===== src/sv/psd_ram.sv =====
// Generic simple dual-port RAM with registered read and read enable.
`default_nettype none

module psd_ram #(
    parameter int WIDTH = 8,
    parameter int DEPTH = 256
) (
    input  wire logic                     i_clk,
    input  wire logic                     i_we,
    input  wire logic [$clog2(DEPTH)-1:0] i_waddr,
    input  wire logic [WIDTH-1:0]         i_wdata,
    input  wire logic                     i_re,
    input  wire logic [$clog2(DEPTH)-1:0] i_raddr,
    output logic      [WIDTH-1:0]         o_rdata
);

    logic [WIDTH-1:0] r_mem [DEPTH];

    always_ff @(posedge i_clk) begin
        if (i_we) begin
            r_mem[i_waddr] <= i_wdata;
        end
        if (i_re) begin
            o_rdata <= r_mem[i_raddr];
        end
    end

endmodule

`default_nettype wire


===== config.mk =====
export PLATFORM = sky130hd
export DESIGN_NAME = psd_ram
export DESIGN_NICKNAME = d
export VERILOG_FILES = /design/src/sv/psd_ram.sv
export SDC_FILE = /design/constraint.sdc
export NUM_CORES = 2
export LEC_CHECK = 0
export BUFFER_PORTS_ARGS = -buffer_cell sky130_fd_sc_hd__buf_2
export CORE_MARGIN = 1
export CORE_UTILIZATION = 30
export CTS_BUF_LIST = sky130_fd_sc_hd__clkbuf_8
export CTS_CLUSTER_DIAMETER = 100
export DETAILED_ROUTE_END_ITERATION = 6
export SLEW_MARGIN = 10
export SYNTH_ARGS = -nofsm -noshare
export SYNTH_HDL_FRONTEND = slang
export SYNTH_SLANG_ARGS = --single-unit

===== constraint.sdc =====
create_clock -name i_clk -period 3.16 [get_ports i_clk]
set_input_delay 0.632 -clock i_clk [delete_from_list [all_inputs] [get_ports i_clk]]
set_output_delay 0.632 -clock i_clk [all_outputs]
set_load 0.01 [all_outputs]

## Yosys cells after proc, flatten, opt, wreduce, memory -nomap -nowiden

Memory sizes are Yosys's and may differ from the RTL's. A register that Yosys moved wholly into a read port is not among the register bits.
Cells that the tools add are included.

| word-level totals | value |
|---|---|
| bits in writable memories | 2048 |
| input port bits | 27 |
| register bits after elaboration | 0 |
| memories | 1 |
| output and inout port bits | 8 |
| logic and storage cells | 3 |

| operators by class | value |
|---|---|
| mux-type cells | 2 |

Memory list:

| name | words | bits a word | read ports | clocked after Yosys merged registers in | wr ports | RTL line | text |
|---|---|---|---|---|---|---|---|
| r_mem | 256 | 8 | 1 | 1 | 1 | 17 | `logic [WIDTH-1:0] r_mem [DEPTH];` |

Operators with widths:

| operator | count |
|---|---|
| two-way mux 1 bit | 2 |

## Longest topological paths before layout

| logic depth | value |
|---|---|
| word-level depth | 2 |
| mapped depth | 11 |
| gate-level depth less buffers | 6 |

## Worst setup path before layout

No wires, ideal clock.

| timing path | value |
|---|---|
| kind | in2reg |
| start | input port i_raddr[0] |
| end | register o_rdata[2], read port of r_mem (data pin) |
| data required time | 2.891 ns |
| cell stages on the path | 9 |
| arrival | 2.439 ns |
| path slack | 0.452 ns |
| buffers on the path | 4 |
| setup time | 0.269 ns |
| path through | buf_6 -> buf_12 -> buf_8 -> buf_2 -> mux4_2 -> a22oi_1 -> a21oi_1 -> nor4_1 -> nor4_2 |

RTL lines:

| item | RTL line | text |
|---|---|---|
| start, declared | 13 | `input wire logic [$clog2(DEPTH)-1:0] i_raddr,` |
| end, declared | 14 | `output logic [WIDTH-1:0] o_rdata` |

==> metrics.csv <==
metric,value,unit
power.total,54.5,mW
min_to,r_mem[245][0],
clk_path_buf_depth,4,
cts-root-buf,clkbuf_8,
synth_seq_area_share,77.5,%
max_cap_violations,0,
initial_core_util,30.3,%
synth_top_area_cell,edfxtp_1,
synth_edf_count,2056,
cts_made_buffers,349,
drtIter0Drc,4527,
ys_ff_latch,2056,
area_delta_synth_final,18.2,%
crit_type,in2reg,
pin_count,35,
dieWidth,517,um
grt_max_degree,106,
ant_nets,0,
status,"finished, final reports clean",
peakVddDrop,0.000417,V
grt_pass1_vias,41800,
worstPathRequired,3.87,ns
r2r_slack,0.04,ns
synth_area,79600,um^2
async_reset_ff_share,0,%
row_count,188,
portBuffers,34,
multi_input_area,16500,um^2
fp.coreArea,263000,um^2
avgSynthCellArea,21.3,um^2
grt_pass1_wl,299,mm
cellPowerDensity,579,nW/um^2
cp.arrival,3.85,ns
dp_hpwl,131,mm
synth_common_cells,"edfxtp_1 (2056), mux4_2 (454), nor2_1 (282), mux2i_1 (134), a22oi_1 (133)",
fin_setup_tns,0,ns
yosysUniqueCellTypes,54,
slew_viol_final,0,
rsz0062_at_grt,no,
min_from,i_wdata[0],
htree_num_levels,5,
routed_wl,207,mm
syn_nets,3760,
die_h,517,um
wl_per_cell,25.2,um
worst_pin_slew,1.30,ns
fillers,24100,
hold_class,in2reg,
worst-path-max-fanout,33,
dieArea,268000,um^2
gp_congestion,0.811,
grtUsageTotal,15.4,%
max_slew_margin,12.7,%
p_leak,30.2,nW
clk_latency,1.02,ns
r2r-end,o_rdata[4],
register_area,61700,um^2
crit_path_end_kind,register,
synth.area.top_cells,"edfxtp_1 (78%), mux4_2 (13%), mux2i_1 (1.7%), nor2_1 (1.3%), a22oi_1 (1.3%)",
max_freq,0.319,GHz
reg2reg_depth,5,
cts_sinks,2056,
setup_viol,0,
num_vias,41300,
final_cells,8223,
overflow,0,
layout.nets,4495,
drt_first_pass_iters,6,
r2r-start,r_mem[67][4],
yosysTopAreaCellShare,77.5,%
routed_via_density,5.02,
post-route-drc-count,0,
fin_crit_sh,99.3,%
synth_cells,3733,
fin_skew,0.0641,ns
postCtsHoldBufs,0,
cts-resized-gates,0,
ys_warn_count,0,
clk_pin_slew,0.06,ns
antenna_found_initial,13,
cts_tree,built,
post-cts-setup-buffer-count,0,
ys.flop_type,edfxtp_1,
post-route-min-period,3.14,ns
whs_path_depth,1,
cp-start-kind,primary input,
synth.most_common_cell,edfxtp_1,
layout-drive-gt1-share,31.8,%
hold_viol,0,
placed_cells,7632,
## metrics by stage
step / area (um^2) / hold WS [ns] / utilization, % / setup slack (ns)
3_5_place_dp: 88100 / 1.13 / 33.5 / -1.02
4_1_cts: 94100 / 0.0113 / 35.8 / 0.0515
2_1_floorplan: 79600 / 0.731 / - / 0.452
6_report: 94100 / 0.0744 / 35.8 / 0.0221
3_3_place_gp: 88100 / 1.10 / 33.5 / -1.15
5_1_grt: 94100 / 0.0435 / 35.8 / 0.0841
## worst max-delay path, cell delays in order
cell      delay [ns]
buf_8           0.21
buf_12          0.26
buf_12          0.31
mux4_2          0.53
nor2b_1         0.15
a211oi_1        0.28
nor2_1          0.16
nor4_1          1.05
nor4_1          0.17
## state kept, by name, summed over array words and instances, names as in the netlist
register  count
o_rdata       8
r_mem      2048
## placed cells by master, fill, tap and decap left out, types with 34 or more instances in the layout
master | netlist | layout
clkinv_1 | 1 | 75
o221ai_1 | 46 | 46
buf_4 | 27 | 523
mux2i_1 | 134 | 134
edfxtp_1 | 2056 | 2056
mux4_2 | 454 | 454
a22oi_1 | 133 | 133
clkbuf_8 | 0 | 357
nand3_1 | 34 | 34
buf_12 | 8 | 62
nor2_1 | 282 | 279
inv_1 | 1 | 114
a21oi_1 | 96 | 96
## power breakdown
group / internal (mW) / total, mW / leakage [nW] / switching (mW)
Combinational: 1.16 / 3.01 / 8.21 / 1.85
Clock: 11.0 / 21.3 / 3.52 / 10.3
Sequential: 30.1 / 30.1 / 18.5 / 0.0365
## metal layers
metal  share of wire (%)  global-route usage [%]
met3                 6.9                    2.58
met1                  42                    21.1
met5              0.0034                       0
met2                  48                    25.0
met4                 2.7                    4.83
## worst max-delay path by stage
| stage | start | to | slack [ns] |
|---|---|---|---|
| floorplan | i_raddr[0] | o_rdata[2] | 0.45 |
| global placement | i_raddr[0] | o_rdata[6] | -1.15 |
| detailed placement | i_raddr[0] | o_rdata[4] | -1.02 |
| CTS | r_mem[67][4] | o_rdata[4] | 0.05 |
| global route | i_raddr[0] | o_rdata[4] | 0.08 |
| finish | i_raddr[0] | o_rdata[4] | 0.02 |
## cells by family after synthesis
family | count (synthesis) | synth area share, %
muxes | 591 | 14.6
DFF | 2056 | 77.5
buffers and inverters | 235 | 1.83
and+or+nand+nor | 466 | 2.63
AOI/OAI and AO/OA | 385 | 3.42
## final cells by class
class,instances,area share (%)
timing repair buffer,617,5.76
sequential,2056,65.6
antenna,3,0.00797
tap,3515,4.67
multi-input combinational,1442,17.5
inverter,2,0.00797
clock inverter,232,1.23
clock buffer,356,5.20
(Power assumes the default switching activity.)
