==> src/sv/psd_pkg.sv <==
// Shared types and constants for the pair sum detector.
`default_nettype none

package psd_pkg;

    localparam int EPOCH_BITS = 8;
    localparam int TARGET_W   = 17;
    localparam int VAL_W      = 16;

    localparam logic [EPOCH_BITS-1:0] EPOCH_FREE  = '0;
    localparam logic [EPOCH_BITS-1:0] EPOCH_FIRST = EPOCH_BITS'(1);
    localparam logic [EPOCH_BITS-1:0] EPOCH_LAST  = '1;

    typedef enum logic {
        S_CLEAR,
        S_RUN
    } t_state;

    typedef struct packed {
        logic                  busy;
        logic [EPOCH_BITS-1:0] epoch;
    } t_clr_stat;

endpackage

`default_nettype wire

==> src/sv/psd_clear.sv <==
// List epoch counter and bitmap clearing sequencer.
`default_nettype none

module psd_clear #(
    parameter int ADDR_W = 16
) (
    input  wire logic              i_clk,
    input  wire logic              i_rst_n,
    input  wire logic              i_list_done,
    output psd_pkg::t_clr_stat     o_stat,
    output logic      [ADDR_W-1:0] o_clr_addr
);

    import psd_pkg::*;

    t_state                r_state;
    t_state                n_state;
    logic [ADDR_W-1:0]     r_addr;
    logic [ADDR_W-1:0]     n_addr;
    logic [EPOCH_BITS-1:0] r_epoch;
    logic [EPOCH_BITS-1:0] n_epoch;

    // next state
    always_comb begin
        n_state = r_state;
        case (r_state)
            S_CLEAR: begin
                if (r_addr == '1) begin
                    n_state = S_RUN;
                end
            end
            S_RUN: begin
                if (i_list_done && r_epoch == EPOCH_LAST) begin
                    n_state = S_CLEAR;
                end
            end
            default: n_state = S_CLEAR;
        endcase
    end

    // counters
    always_comb begin
        n_addr  = r_addr;
        n_epoch = r_epoch;
        case (r_state)
            S_CLEAR: begin
                n_addr = r_addr + ADDR_W'(1);
            end
            S_RUN: begin
                n_addr = '0;
                if (i_list_done) begin
                    n_epoch = (r_epoch == EPOCH_LAST) ? EPOCH_FIRST
                                                      : r_epoch + EPOCH_BITS'(1);
                end
            end
            default: begin
                n_addr  = '0;
                n_epoch = EPOCH_FIRST;
            end
        endcase
    end

    // outputs
    always_comb begin
        o_stat.busy  = 1'b0;
        o_stat.epoch = r_epoch;
        o_clr_addr   = r_addr;
        case (r_state)
            S_CLEAR: o_stat.busy = 1'b1;
            S_RUN:   o_stat.busy = 1'b0;
            default: o_stat.busy = 1'b1;
        endcase
    end

    always_ff @(posedge i_clk) begin
        if (!i_rst_n) begin
            r_state <= S_CLEAR;
            r_addr  <= '0;
            r_epoch <= EPOCH_FIRST;
        end else begin
            r_state <= n_state;
            r_addr  <= n_addr;
            r_epoch <= n_epoch;
        end
    end

    a_epoch_nonzero: assert property (@(posedge i_clk) disable iff (!i_rst_n)
        r_epoch != EPOCH_FREE)
        else $error("epoch reached the free tag");

    a_done_in_run: assert property (@(posedge i_clk) disable iff (!i_rst_n)
        i_list_done |-> r_state == S_RUN)
        else $error("list end during clearing pass");

endmodule

`default_nettype wire

==> config.mk <==
export PLATFORM = sky130hd
export DESIGN_NAME = psd_clear
export DESIGN_NICKNAME = d
export VERILOG_FILES = /design/src/sv/psd_pkg.sv /design/src/sv/psd_clear.sv
export SDC_FILE = /design/constraint.sdc
export NUM_CORES = 1
export LEC_CHECK = 0
export BUFFER_PORTS_ARGS = -buffer_cell sky130_fd_sc_hd__buf_2
export CORE_MARGIN = 5
export CORE_UTILIZATION = 55
export CTS_CLUSTER_SIZE = 16
export DETAILED_ROUTE_END_ITERATION = 6
export PLACE_DENSITY = 0.83
export SYNTH_ARGS = -nofsm -noshare
export SYNTH_HDL_FRONTEND = slang
export SYNTH_SLANG_ARGS = --single-unit
export TNS_END_PERCENT = 30
==> constraint.sdc <==
create_clock -name i_clk -period 2.9 [get_ports i_clk]
set_input_delay 0.29 -clock i_clk [delete_from_list [all_inputs] [get_ports i_clk]]
set_output_delay 0.29 -clock i_clk [all_outputs]
set_load 0.05 [all_outputs]
# Yosys cells after proc, flatten, opt, wreduce, memory -nomap -nowiden
# Index checks and enable logic that the tools add are counted.
[word_totals]
word_cells = 16
input_bits = 3
mem_count = 0
mem_bits_ro = 0
latch_bits = 0
mem_bits_rw = 0
reg_bits = 25
[classes]
div_mod_pow = 0
bitwise_logic = 1
reduce_logical = 2
n_shift = 0
eq_ne = 2
multipliers = 0
n_addsub = 2
magnitude_cmp = 0
mux = 6
[ops]
columns = ["operator", "count"]
rows = [
  ["$pmux W16 S2", 1],
  ["$add A16 B1 Y16 const B", 1],
  ["$eq A16 B16 Y1 const B", 1],
  ["$add A8 B1 Y8 const B", 1],
  ["$eq A8 B8 Y1 const B", 1],
  ["$mux W8", 1],
  ["$pmux W1 S2", 2],
  ["$mux W1", 2],
  ["$reduce_and A2 Y1", 1],
  ["$logic_and A1 B1 Y1", 1],
  ["$not A1 Y1", 1],
]

# Logic depth before layout (Yosys ltp)
# Gate-level depths: netlist of the first run.
[logic_depth]
depth_word = 4
mapped_depth = 5
ltp_nobuf = 5

# Worst setup path before layout of the first run
# Ideal clock, no wire load.
[synth_path]
path_type = "register to register"
start = "register r_addr[0] (netlist: o_clr_addr[0])"
end = "register r_addr[14] (netlist: o_clr_addr[14])"
synth_period_minus_slack_ns = 1.797
path_slack_ns = 1.103
path_stages_with_launch = 6
t_arrival_ns = 1.671
cell_sequence = "dfxtp_1 -> ha_1 -> nand3_2 -> nor4_2 -> xnor2_1 -> nor2_2"
[synth_between]
elab_chain_len = 2
[synth_rtl]
columns = ["item", "line_no", "source"]
rows = [
  ["from (decl)", "psd_clear.sv:18", "logic [ADDR_W-1:0] r_addr;"],
  ["from (signal assigned)", "psd_clear.sv:82", "r_addr <= n_addr;"],
  ["$add A16 B1 Y16", "psd_clear.sv:47", "n_addr = r_addr + ADDR_W'(1);"],
  ["$pmux W16 S2", "psd_clear.sv:45", "case (r_state)"],
]
# No other way between the ends.
# A chain may end at the register's enable or synchronous reset.

# Final worst setup path of the first run
[layout_path]
start = "register r_addr[4] (netlist: o_clr_addr[4])"
end = "register r_addr[14] (netlist: o_clr_addr[14])"
# Same word-level chain as after synthesis.

==> run_results.csv, run 1 <==
group,metric,value,unit
run_status,status,"finished clean",
worst_setup_path,worstSetupPathType,"reg2reg",
clock_network,cts_resized,0,
worst_setup_path,critPathCaptureType,"register",
layout,final_core_util,66.8,%
route,drt-pass1-iter-count,4,
global_routing,grt_max_degree,16,
synthesis,synth-simple-area-share,31.4,%
sta,slew_headroom,65.7,%
power_and_ir_drop,share_comb_of_total_power,5.7,%
sta,fin_crit_sh,52.9,%
layout,nNetsFinal,158,
worst_setup_path,critPathRequiredTime,3100,ps
layout,regArea,500,µm²
global_routing,gr-total-overflow,0,
sta,min_period,1540,ps
floorplan,die_area,3050,µm²
power_and_ir_drop,p_leak,0.495,nW
sta,tightestPinTransition,514,ps
sta,finalSetupViolations,0,
route,dr_total_vias,927,
clock_network,cts.sinks,25,
synthesis,synth_compound_area_share,5.90,%
clock_network,cts_setup_buffers,0,
floorplan,start_util,57.3,%
synthesis,ys_seq_area_share,44.5,%
route,routed_wl,2.21,mm
clock_network,htreeDepth,1,
floorplan,row_count,16,
layout,diodes,0,
sta,final-hold-violation-count,0,
placed_design,port_buffers,27,
sta,max_freq,651,MHz
clock_network,cts_made_buffers,3,
synthesis,syn_area_per_cell,9.14,µm²
power_and_ir_drop,seq_power_share,65.8,%
layout,final_common_cell,"buf_2",
route,drt_iter0_drc,23,
sta,tns,0,ps
clock_network,cts_tree,"done",
placed_design,gp_congestion,0.736,
synthesis,synth.distinct_cells,27,
floorplan,fp.coreArea,1960,µm²
global_routing,grt_usage,15.0,%
power_and_ir_drop,cellInternalPower,0.000409,W
synthesis,synth_warnings,0,
synthesis,synth_top_family_by_area,"simple AND/OR/NAND/NOR gates",
sta,drv_slew,0,
synthesis,synth_mux_area_share,0,%
power_and_ir_drop,p_switching,0.000128,W
synthesis,ys_ff_latch,25,
clock_network,clk_path_buf_depth,2,
sta,finClkSkew,1.43,ps
sta,rsz0062_at_grt,"no",
worst_setup_path,worstPathArrival,1730,ps
global_routing,grt_pass1_wl,3.75,mm
synthesis,synthCells,123,
power_and_ir_drop,fin_total_pwr,0.000537,W
clock_network,clk_pin_slew,130,ps
synthesis,syn_area,1120,µm²
layout,drive_gt1_share,25.0,%
layout,fill_cells,186,
layout,layout_common_cells,"buf_2, dfxtp_1, nor2_1",
floorplan,die-width,55.2,µm
route,wl_per_cell,12.3,µm
route,drc,0,
synthesis,synth.net_count,128,
power_and_ir_drop,ir_worst_vdd,0.319,mV
route,drtAntennaViolNets,0,
power_and_ir_drop,powerDensity,409,nW/µm²
job,drv_cap,0,
placed_design,place_hpwl,1.66,mm
worst_setup_path,startpoint_type,"register",
layout,multiInputGateArea,593,µm²
power_and_ir_drop,clkPwrFrac,28.5,%
clock_network,cts_hold_repair.buffers,0,
layout,area_growth,16.6,%
power_and_ir_drop,switching_share,23.8,%
clock_network,root_buffer,"clkbuf_4",
floorplan,pin_count,28,
floorplan,die_h,55.2,µm
global_routing,antenna_found_initial,0,
clock_network,worstSkewPairLatency,310,ps
synthesis,synthAdderAreaFrac,2.22,%
worst_setup_path,path_max_fanout,11,
global_routing,grt_pass1_vias,845,
worst_hold_path,hold_path_class,"in2reg",
synthesis,synth_xor_area_share,13.2,%
route,routed_via_density,5.18,
## cells in the mapped netlist (all sizes together)
cell	count	area share (%)
xnor2	15	12
buf	2	0.78
a21boi	1	0.67
o21ai	3	1.3
nor3	5	2.2
a21oi	4	1.8
nand2	7	2.3
xor2	2	1.6
nand3	11	5.3
nand2b	1	0.56
and3	2	1.1
nand4	4	4.9
o31ai	1	0.67
a211o	1	0.78
a22oi	1	0.67
nor4	4	4.4
nor2b	2	1.1
inv	6	2.0
nor2	19	6.6
or3	3	1.7
ha	2	2.2
dfxtp	25	44
and2	2	1.1
## metrics by stage
step | hold slack, ps | std cells | worst slack (ps) | area [µm²]
final | 271 | 179 | 1360 | 1310
after global routing | 253 | 179 | 1250 | 1310
after CTS | 261 | 179 | 1370 | 1310
after detailed placement | 500 | 175 | 1380 | 1280
after global placement | 484 | 175 | 1460 | 1280
after floorplan | 412 | 123 | 1100 | 1120
## power by group through the flow
stage	registers (W)	logic [W]	clock network, W
after floorplan	0.000373	0.00000923	0
after global placement	0.000360	0.0000307	0
after detailed placement	0.000361	0.0000309	0
after CTS	0.000353	0.0000309	0.000158
after global routing	0.000354	0.0000324	0.000172
final	0.000353	0.0000307	0.000153
## metal layers
metal	track usage, %	part of all wire [%]	vias to the layer above
met2	26.5	51	17
met3	3.26	3.9	2
met5	0	0	-
met1	17.2	44	432
li1	-	-	476
met4	6.25	0.45	0
## final cells by class
cell class,count,area share (%)
Clock buffer,4,2.00
Timing Repair Buffer,27,10.3
Tap cell,27,2.58
Inverter,6,1.72
Sequential cell,25,38.2
Multi-Input combinational cell,90,45.2
## worst max-delay path: stages, from the launching register on
cell,delay [ps]
dfxtp_1,410
nand3_1,380
nor4_2,420
xnor2_1,170
nor2_2,50
## kinds of logic after synthesis
| family | after synthesis |
|---|---|
| AOI/OAI and AO/OA | 11 |
| DFF | 25 |
| buffers and inverters | 8 |
| adders and majority gates | 2 |
| and+or+nand+nor | 60 |
| xor gates and xnor gates | 17 |
## worst paths after layout
kind / from / end / slack [ps] / depth (start not counted)
hold reg to reg: o_clr_addr[6] / o_clr_addr[6] / 520 / 2
hold / removal: i_rst_n / r_epoch[2] / 270 / 2
setup reg to reg: o_clr_addr[4] / o_clr_addr[14] / 1360 / 4
setup / recovery: o_clr_addr[4] / o_clr_addr[14] / 1360 / 4
## state kept, by name, summed over array words and instances (netlist names)
signal / count
r_epoch: 8
r_state: 1
o_clr_addr: 16
Note: power is estimated with default switching activity, not from simulation.
==> inputs of run 2 (changes only) <==
--- a/config.mk
+++ b/config.mk
@@ -5,12 +5,13 @@
 export SDC_FILE = /design/constraint.sdc
 export NUM_CORES = 1
 export LEC_CHECK = 0
+export ABC_AREA = 1
 export BUFFER_PORTS_ARGS = -buffer_cell sky130_fd_sc_hd__buf_2
 export CORE_MARGIN = 5
-export CORE_UTILIZATION = 55
+export CORE_UTILIZATION = 52
 export CTS_CLUSTER_SIZE = 16
 export DETAILED_ROUTE_END_ITERATION = 6
-export PLACE_DENSITY = 0.83
+export PLACE_DENSITY = 0.78
 export SYNTH_ARGS = -nofsm -noshare
 export SYNTH_HDL_FRONTEND = slang
 export SYNTH_SLANG_ARGS = --single-unit
==> constraint.sdc (replaced) <==
create_clock -name i_clk -period 1.6 [get_ports i_clk]
set_input_delay 0.16 -clock i_clk [delete_from_list [all_inputs] [get_ports i_clk]]
set_output_delay 0.16 -clock i_clk [all_outputs]
set_load 0.05 [all_outputs]
==> run 2 against run 1 <==
Net effect: final area rose by 8.6%; cell count up 28%; critical endpoint is now o_clr_addr[10]; global-route usage is 0.90 points higher; sequential share of layout area is 2.8 points lower; register-to-register slack worse by 1000 ps; total power increased by 84%; combinational power increased by 110%; fmax rose by 21%; wire length up 13%; critical path depth is 2 higher.
==> run_results.csv, run 2 <==
group,metric,value,unit
run_status,status,"finished clean",
sta,finalSetupViolations,0,
layout,final_area,1420,µm²
clock_network,cts_hold_repair.buffers,0,
layout,diodes,0,
clock_network,worstSkewPairLatency,310,ps
worst_setup_path,startpoint_type,"register",
worst_setup_path,critPathRequiredTime,1830,ps
global_routing,antenna_found_initial,0,
worst_setup_path,worstSetupPathType,"reg2reg",
synthesis,synth_area_leaders,"dfxtp_1, nand2_1, nor2_1",
global_routing,grt_max_degree,14,
floorplan,pin_count,28,
layout,drive_gt1_share,28.4,%
synthesis,syn_area,1220,µm²
sta,final-hold-violation-count,0,
clock_network,htreeDepth,1,
placed_design,postPlaceCellArea,1400,µm²
floorplan,die-width,58.5,µm
synthesis,synth-edff-count,0,
worst_setup_path,path_max_fanout,7,
sta,slew_headroom,83.0,%
synthesis,synthArstFlopShare,0,%
sta,tightestPinTransition,257,ps
power_and_ir_drop,p_leak,0.632,nW
placed_design,port_buffers,27,
placed_design,gp_congestion,0.769,
floorplan,fp.coreArea,2230,µm²
floorplan,start_util,54.8,%
power_and_ir_drop,powerDensity,692,nW/µm²
sta,min_period,1270,ps
route,wl_per_cell,10.9,µm
worst_setup_path,worstPathArrival,1490,ps
synthesis,syn_area_per_cell,7.21,µm²
global_routing,gr-total-overflow,0,
placed_design,place_hpwl,1.97,mm
power_and_ir_drop,ir_worst_vdd,0.652,mV
clock_network,clk_path_buf_depth,2,
route,dr_total_vias,1131,
route,drt-pass1-iter-count,4,
layout,fill_cells,204,
clock_network,cts_resized,0,
clock_network,clk_pin_slew,140,ps
sta,drv_slew,0,
route,drc,0,
route,drt_iter0_drc,28,
worst_setup_path,critPathLaunch,"o_clr_addr[0]",
sta,fin_crit_sh,79.3,%
job,drv_cap,0,
layout,area_growth,16.2,%
worst_setup_path,r2r-start,"o_clr_addr[0]",
worst_hold_path,min-delay-start,"i_rst_n",
floorplan,die_h,58.5,µm
synthesis,ys_ff_latch,25,
layout,final_core_util,63.8,%
layout,nNetsFinal,207,
synthesis,yosysMostFrequentCell,"nand2_1",
route,routed_via_density,4.94,
sta,tns,0,ps
sta,rsz0062_at_grt,"no",
synthesis,ys_seq_area_share,40.9,%
synthesis,synth.distinct_cells,24,
layout,final_common_cell,"nand2_1",
clock_network,cts_tree,"done",
synthesis,synth.net_count,175,
sta,holdWs,124,ps
route,drtAntennaViolNets,0,
worst_hold_path,hold_path_class,"in2reg",
worst_setup_path,max_stage_delay,380,ps
synthesis,synthCells,170,
sta,max_freq,789,MHz
floorplan,row_count,17,
global_routing,grt_pass1_vias,1014,
sta,finClkSkew,4.31,ps
clock_network,cts.sinks,25,
worst_setup_path,cp_cell_sequence,"ha_1 -> nand3_2 -> nor2_4 -> nand2_1 -> o21ai_1 -> a21oi_1",
synthesis,synth_warnings,0,
synthesis,yosys-top-cells-count,"nand2_1, dfxtp_1, nor2_1, inv_1, a21oi_1",
global_routing,grt_pass1_wl,4.27,mm
clock_network,root_buffer,"clkbuf_4",
clock_network,cts_made_buffers,3,
floorplan,die_area,3430,µm²
layout,largest_reg_flops,16,
worst_setup_path,cp_slowest_cell,"dfxtp_2",
clock_network,cts_setup_buffers,0,
synthesis,synth_flop_cell,"dfxtp_1",
route,routed_wl,2.49,mm
synthesis,yosys.area.top_type,"dfxtp_1",
synthesis,yosysTopAreaCellShare,40.9,%
layout,layout_common_cells,"nand2_1, buf_2, nor2_1",
global_routing,grt_usage,15.9,%
worst_setup_path,critPathCaptureType,"register",
[run 2: changes by cell type in the layout (fill, tap and decap cells not counted), sizes merged, moves of 2 or more]
cell,previous run,this run
inv,6,28
xnor2,15,2
nand2,7,37
nor3,5,1
a21oi,4,11
nor2,19,34
nor2b,2,0
nor4,4,0
o21ai,3,11
or3,3,0
and2,2,0
and3,2,0
[run 2: final timing paths]
path	slack, ps	endpoint	depth (start not counted)
max	330	o_clr_addr[10]	6
min	120	r_epoch[1]	3
max reg2reg	330	o_clr_addr[10]	6
min reg2reg	450	o_clr_addr[0]	1
[run 2: stage by stage]
| stage | std cells | power, W | setup slack, ps |
|---|---|---|---|
| 6_report | 229 | 0.000985 | 332 |
| 5_1_grt | 229 | 0.00103 | 159 |
| 4_1_cts | 229 | 0.000991 | 329 |
| 3_5_place_dp | 225 | 0.000715 | 348 |
| 3_3_place_gp | 225 | 0.000714 | 408 |
| 2_1_floorplan | 170 | 0.000698 | 72.6 |
[run 2: cells by family (layout without fill, tap and decap cells)]
group                    count (synthesis)  count (layout)  share of synthesized area (%)
buffers and inverters                   29              60                           8.89
XOR/XNOR                                 3               3                           2.15
adder cells (fa/ha/maj)                  2               2                           2.04
AO/OA/AOI/OAI                           26              26                           12.0
flip-flops                              25              25                           40.9
AND/OR/NAND/NOR                         85              85                           34.1
[run 2: metal layers]
metal | GRT usage (%) | wire length (µm)
met1 | 19.9 | 1200
met2 | 27.6 | 1150
met3 | 2.63 | 135
met4 | 4.97 | 7
met5 | 0 | 0
[run 2: cell type report]
cell class	count	area, µm²	share of cell area, %
inverter	29	109	7.64
multi-input combinational	116	616	43.2
tap	28	35.0	2.46
clock buffer	4	26.3	1.85
timing repair buffer	27	135	9.49
sequential	25	503	35.3
[run 2: worst max-delay path: cells and delay by family, from the launching register on]
family                     cells  cell delay [ps]
adders and majority gates      1              210
AOI/OAI and AO/OA              2              180
and+or+nand+nor                3              410
DFF                            1              380
[run 2: power breakdown]
group	switching, W	internal (W)	total [W]
Clock	0.000186	0.0000974	0.000283
Combinational	0.0000479	0.0000162	0.0000642
Sequential	0.00000704	0.000630	0.000637
Total	0.000241	0.000744	0.000985
